===== src/hw/rtl/strongly_connected_components_unit_assert.svh =====
// Assertion macros for the strongly connected components unit.
// Included by the top level; no other dependencies.
`ifndef STRONGLY_CONNECTED_COMPONENTS_UNIT_ASSERT_SVH
`define STRONGLY_CONNECTED_COMPONENTS_UNIT_ASSERT_SVH

// Check that a condition implies a consequence in the next cycle.
`define SCC_ASSERT_NEXT(label, clk, rst, cond, cons, msg) \
   label: assert property (@(posedge clk) disable iff (rst) (cond) |=> (cons)) \
      else $error(msg);

// Check that a condition implies a consequence in the same cycle.
`define SCC_ASSERT_NOW(label, clk, rst, cond, cons, msg) \
   label: assert property (@(posedge clk) disable iff (rst) (cond) |-> (cons)) \
      else $error(msg);

`endif


===== src/hw/rtl/scc_pkg.sv =====
// Shared types and constants for the strongly connected components unit.
// No dependencies.
package scc_pkg;
   localparam int VertexMax = 64;
   localparam int EdgeMax   = 256;
   localparam int CountW    = 7;
   localparam int VertW     = 6;

   typedef enum logic [8:0] {
      ST_IDLE  = 9'b000000001,
      ST_CLR   = 9'b000000010,
      ST_ROOT  = 9'b000000100,
      ST_SCAN  = 9'b000001000,
      ST_EVAL  = 9'b000010000,
      ST_POP   = 9'b000100000,
      ST_FIN   = 9'b001000000,
      ST_EMITR = 9'b010000000,
      ST_EMIT  = 9'b100000000
   } state_type;

   // Controller to datapath
   typedef struct packed {
      logic clr_visit;    // clear all visited marks
      logic start_p1;     // begin first pass
      logic start_p2;     // begin second pass
      logic root_step;    // try next root / pop finish stack
      logic scan_step;    // issue edge read
      logic eval_step;    // evaluate edge read
      logic pop_step;     // pop walk stack
      logic emit_start;   // start label read out
      logic emit_adv;     // advance read out
      logic done;         // clear edge store
   } cmd_type;

   // Datapath to controller
   typedef struct packed {
      logic root_found;   // a new root was pushed
      logic roots_done;   // pass has no more roots
      logic pass2;        // current pass is second
      logic edge_end;     // top of walk has no more edges
      logic walk_empty;   // walk holds only its top entry
      logic emit_last;    // current output is last
   } stat_type;
endpackage


===== src/hw/rtl/scc_ctrl.sv =====
// Sequencer for the two depth-first passes and the result read out.
// Depends on scc_pkg.
module scc_ctrl (
   input  logic              clock,
   input  logic              reset,
   input  logic              start,
   input  logic              rsp_stall,
   input  scc_pkg::stat_type stat,
   output scc_pkg::cmd_type  cmd,
   output logic              busy,
   output logic              rsp_valid
);
   import scc_pkg::*;

   state_type state_ff, state_in;

   always_ff @(posedge clock) begin
      if (reset) state_ff <= ST_IDLE;
      else       state_ff <= state_in;
   end

   always_comb begin
      state_in = state_ff;
      cmd      = '0;
      unique case (state_ff)
         ST_IDLE: begin
            if (start) begin
               cmd.clr_visit = 1'b1;
               cmd.start_p1  = 1'b1;
               state_in      = ST_ROOT;
            end
         end
         ST_CLR: begin
            cmd.clr_visit = 1'b1;
            cmd.start_p2  = 1'b1;
            state_in      = ST_ROOT;
         end
         ST_ROOT: begin
            cmd.root_step = 1'b1;
            if (stat.roots_done) state_in = stat.pass2 ? ST_EMITR : ST_CLR;
            else if (stat.root_found) state_in = ST_SCAN;
         end
         ST_SCAN: begin
            if (stat.edge_end) state_in = ST_POP;
            else begin
               cmd.scan_step = 1'b1;
               state_in      = ST_FIN;
            end
         end
         ST_FIN: state_in = ST_EVAL;  // memory read latency
         ST_EVAL: begin
            cmd.eval_step = 1'b1;
            state_in      = ST_SCAN;
         end
         ST_POP: begin
            cmd.pop_step = 1'b1;
            state_in     = ST_SCAN;
            if (stat.walk_empty) state_in = ST_ROOT;
         end
         ST_EMITR: begin
            cmd.emit_start = 1'b1;
            state_in       = ST_EMIT;
         end
         ST_EMIT: begin
            if (!rsp_stall) begin
               cmd.emit_adv = 1'b1;
               if (stat.emit_last) begin
                  cmd.done = 1'b1;
                  state_in = ST_IDLE;
               end
            end
         end
         default: state_in = ST_IDLE;
      endcase
   end

   assign busy      = (state_ff != ST_IDLE);
   assign rsp_valid = (state_ff == ST_EMIT);
endmodule


===== config.mk =====
export PLATFORM = sky130hd
export DESIGN_NAME = scc_ctrl
export DESIGN_NICKNAME = d
export VERILOG_FILES = /design/src/hw/rtl/strongly_connected_components_unit_assert.svh /design/src/hw/rtl/scc_pkg.sv /design/src/hw/rtl/scc_ctrl.sv
export SDC_FILE = /design/constraint.sdc
export NUM_CORES = 1
export LEC_CHECK = 0
export ABC_AREA = 0
export BUFFER_PORTS_ARGS = -buffer_cell sky130_fd_sc_hd__buf_2
export CAP_MARGIN = 10
export CELL_PAD_IN_SITES_DETAIL_PLACEMENT = 1
export CELL_PAD_IN_SITES_GLOBAL_PLACEMENT = 1
export CORE_AREA = 5 5 50 52
export CTS_CLUSTER_DIAMETER = 150
export DETAILED_ROUTE_END_ITERATION = 16
export DIE_AREA = 0 0 55 57
export GPL_TIMING_DRIVEN = 0
export PLACE_DENSITY_LB_ADDON = 0.3
export SETUP_SLACK_MARGIN = 0.4
export SLEW_MARGIN = 10
export SYNTH_ARGS = -nofsm -noshare
export SYNTH_HDL_FRONTEND = slang
export SYNTH_SLANG_ARGS = --single-unit

===== constraint.sdc =====
create_clock -name clock -period 2.5 [get_ports clock]
set_clock_uncertainty 0.1 [all_clocks]
set_input_delay 0.625 -clock clock [delete_from_list [all_inputs] [get_ports clock]]
set_output_delay 0.625 -clock clock [all_outputs]
set_load 0.005 [all_outputs]

==> run_results.csv <==
group,metric,value,unit
outcome,outcome,"complete, but fails checks",
outcome,violated_checks,"negative setup slack",
power_and_ir_drop,combinationalPowerShare,45.9,%
sta,setup_repair_after_global_routing_missed_its_margin,"yes",
finish,commonest_non_fill_non_tap_cell_in_the_layout,"sky130_fd_sc_hd__buf_2",
power_and_ir_drop,sw_frac_of_total,36.8,%
power_and_ir_drop,p_switching,0.197,mW
yosys,synth.avg_cell_area,7.88,um^2
die,top_level_ports,22,
clock_tree,tritoncts,"built",
die,floorplan.die.width,55,um
power_and_ir_drop,leakage,0.467,nW
yosys,post_synthesis_instance_total,78,
worst_setup_path,critical_path_required,1.77,ns
yosys,asyncSetResetFlopFracSynth,0,%
sta,finalWorstSetupSlack,-0.195,ns
yosys,synth.cell_area,614,um^2
sta,max_slew_margin,76.4,%
power_and_ir_drop,part_of_the_power_in_the_clock_network,22.8,%
job,cap_violations,0,
global_routing,grt_antenna_before_repair,0,
drt,antenna_left,0,
finish,filler_cell_count,260,
yosys,postSynthNetCount,88,
power_and_ir_drop,sequentialPowerShare,31.3,%
global_routing,grt.total_usage,16.1,%
global_routing,globalRoute.totalOverflow,0,
clock_tree,clock_sink_count,9,
finish,mostFrequentLayoutCells,"20 x sky130_fd_sc_hd__buf_2, 9 x sky130_fd_sc_hd__buf_4, 8 x sky130_fd_sc_hd__nor2_1, 5 x sky130_fd_sc_hd__nand2b_1, 5 x sky130_fd_sc_hd__dfxtp_4",
clock_tree,number_of_buffers_created_by_cts,3,
worst_setup_path,worstPathMaxFanout,2,
worst_setup_path,critical_path_arrival,1.97,ns
die,floorplan.initialDensity,29.8,%
worst_setup_path,crit_type,"reg2out",
global_routing,grt_max_degree,9,
sta,fin_hold_ws,0.383,ns
die,floorplan.die.height,57,um
finish,post_route_cells_drive_above_1_share,59.6,%
drt,num_vias,741,
finish,design.final.nets,125,
clock_tree,insertion_delay,0.27,ns
drt,finalWirelength,2.34,mm
drt,remaining_drc_errors,0,
yosys,yosysUniqueCellTypes,36,
yosys,synth_ff_type,"sky130_fd_sc_hd__dfxtp_1",
power_and_ir_drop,irDropWorstVdd,299,uV
die,dieArea,3140,um^2
finish,area_delta_synth_final,61.5,%
drt,detail_route.iter0.violations,8,
finish,regMostFlops,"state_ff",
sta,max_clock_freq,371,MHz
clock_tree,clk_root_buffer_cell,"sky130_fd_sc_hd__clkbuf_4",
yosys,ys_seq_area_share,29.3,%
sta,worstMarginPinSlew,0.350,ns
worst_setup_path,worstReg2RegStart,"state_ff[8]",
placed_design,detailedPlacementHpwl,1.43,mm
sta,final_hold_viol_count,0,
placed_design,count_of_input_and_output_buffers,21,
global_routing,grt_first_pass_wirelength,3.63,mm
yosys,count_of_flip_flops_with_a_built_in_enable_after_synthesis,0,
clock_tree,count_of_h_tree_levels_built_during_cts,1,
sta,setup_viol,1,
drt,wl_per_cell,16.4,um
finish,finalCoreUtilization,48.1,%
die,core,2060,um^2
drt,detail_route.first_pass.iterations,4,
worst_setup_path,timing.critical_path.from_type,"register",
yosys,synth_seq_cells,9,
clock_tree,cts_max_path_buffers,2,
finish,reg_top3,"state_ff x9",
finish,multi_input_area,505,um^2
placed_design,place_area,756,um^2
worst_setup_path,critPathCaptureType,"output pin",
placed_design,gp_congestion,0.755,
finish,seq_area,204,um^2
min_path,timing.hold.worst.class,"reg2reg",
finish,antenna_cells,0,
global_routing,grt_pass1_vias,741,
clock_tree,clkSlewWorstSetupHoldPaths,0.08,ns
sta,period_needed,2.69,ns
yosys,synth_warnings,0,
power_and_ir_drop,finalPower,0.534,mW
sta,maxSlewViolCount,0,
min_path,hp-start,"state_ff[7]",
finish,layout.cell_area.non_filler,992,um^2
power_and_ir_drop,internal_power,0.337,mW
drt,route.detailed.vias_per_inst,5.22,
worst_setup_path,startpoint,"state_ff[0]",
sta,final_worst_path_cycle_share,108,%
die,placement_rows,17,
finish,max_ffs_per_register,9,
power_and_ir_drop,p_per_area,538,nW/um^2
## layer usage
metal	up-vias	GRT usage [%]	wire length (um)
met5	-	0	0
met4	0	3.13	29
met3	4	4.70	96
met2	19	28.2	1240
met1	357	18.9	969
li1	361	-	-
## cell usage after synthesis, types with 2 or more instances
cell / count / area [um^2]
sky130_fd_sc_hd__a21oi_1: 2 / 10.0
sky130_fd_sc_hd__nand3_1: 2 / 10.0
sky130_fd_sc_hd__xor2_1: 2 / 17.5
sky130_fd_sc_hd__inv_1: 5 / 18.8
sky130_fd_sc_hd__or2_2: 2 / 12.5
sky130_fd_sc_hd__dfxtp_1: 9 / 180
sky130_fd_sc_hd__nand4_1: 2 / 12.5
sky130_fd_sc_hd__nor2_1: 9 / 33.8
sky130_fd_sc_hd__o211ai_1: 2 / 15.0
sky130_fd_sc_hd__nor3_1: 6 / 30.0
sky130_fd_sc_hd__nand2b_1: 5 / 31.3
sky130_fd_sc_hd__or4_1: 3 / 22.5
sky130_fd_sc_hd__nor4_1: 3 / 18.8
sky130_fd_sc_hd__nand2_1: 4 / 15.0
## worst max-delay path, cell delays in order (launching register included)
cell	delay [ns]
sky130_fd_sc_hd__dfxtp_4	0.34
sky130_fd_sc_hd__or3_4	0.39
sky130_fd_sc_hd__or4_4	0.43
sky130_fd_sc_hd__or3b_4	0.39
sky130_fd_sc_hd__inv_2	0.06
sky130_fd_sc_hd__buf_6	0.08
## logic make-up (layout without fill, tap and decap cells)
group / count (synthesis) / count (layout) / synth area share (%)
xor+xnor: 3 / 3 / 4.28
buf+inv: 5 / 41 / 3.06
compound gates: 12 / 12 / 14.5
simple gates: 49 / 49 / 48.9
flops: 9 / 9 / 29.3
## area by class of cell
type,instances,area share [%]
multi-input combinational,64,50.9
sequential,9,20.6
timing repair buffer,32,20.3
tap,28,3.53
clock buffer,3,2.27
inverter,5,1.89
clock inverter,1,0.504
## final timing paths
path | end | slack [ns] | cells after the start
setup / recovery | cmd[2] | -0.19 | 5
hold / removal | state_ff[4] | 0.38 | 1
setup reg to reg | state_ff[0] | 0.47 | 5
hold reg to reg | state_ff[4] | 0.38 | 1
## through the flow
stage / setup WS (ns) / instances / setup TNS [ns]
after global routing: -0.249 / 142 / -0.249
after floorplan: 0.180 / 78 / 0
after detailed placement: -0.0116 / 127 / -0.0116
final: -0.195 / 142 / -0.195
after global placement: 0.0162 / 127 / 0
after CTS: -0.223 / 140 / -0.223
## power groups by stage
stage | sequential (mW) | combinational, mW | clock (mW)
after floorplan | 0.169 | 0.119 | 0
after global placement | 0.174 | 0.159 | 0
after detailed placement | 0.174 | 0.167 | 0
after CTS | 0.166 | 0.225 | 0.121
after global routing | 0.169 | 0.268 | 0.130
final | 0.167 | 0.245 | 0.121
## repair_timing
item	CTS	global route
resized for setup	26	11
hold buffers	0	0
pin swaps	5	3
endpoints found under the setup margin	12	15
buffers inserted	9	2
Note: power is estimated with default switching activity, not from simulation.
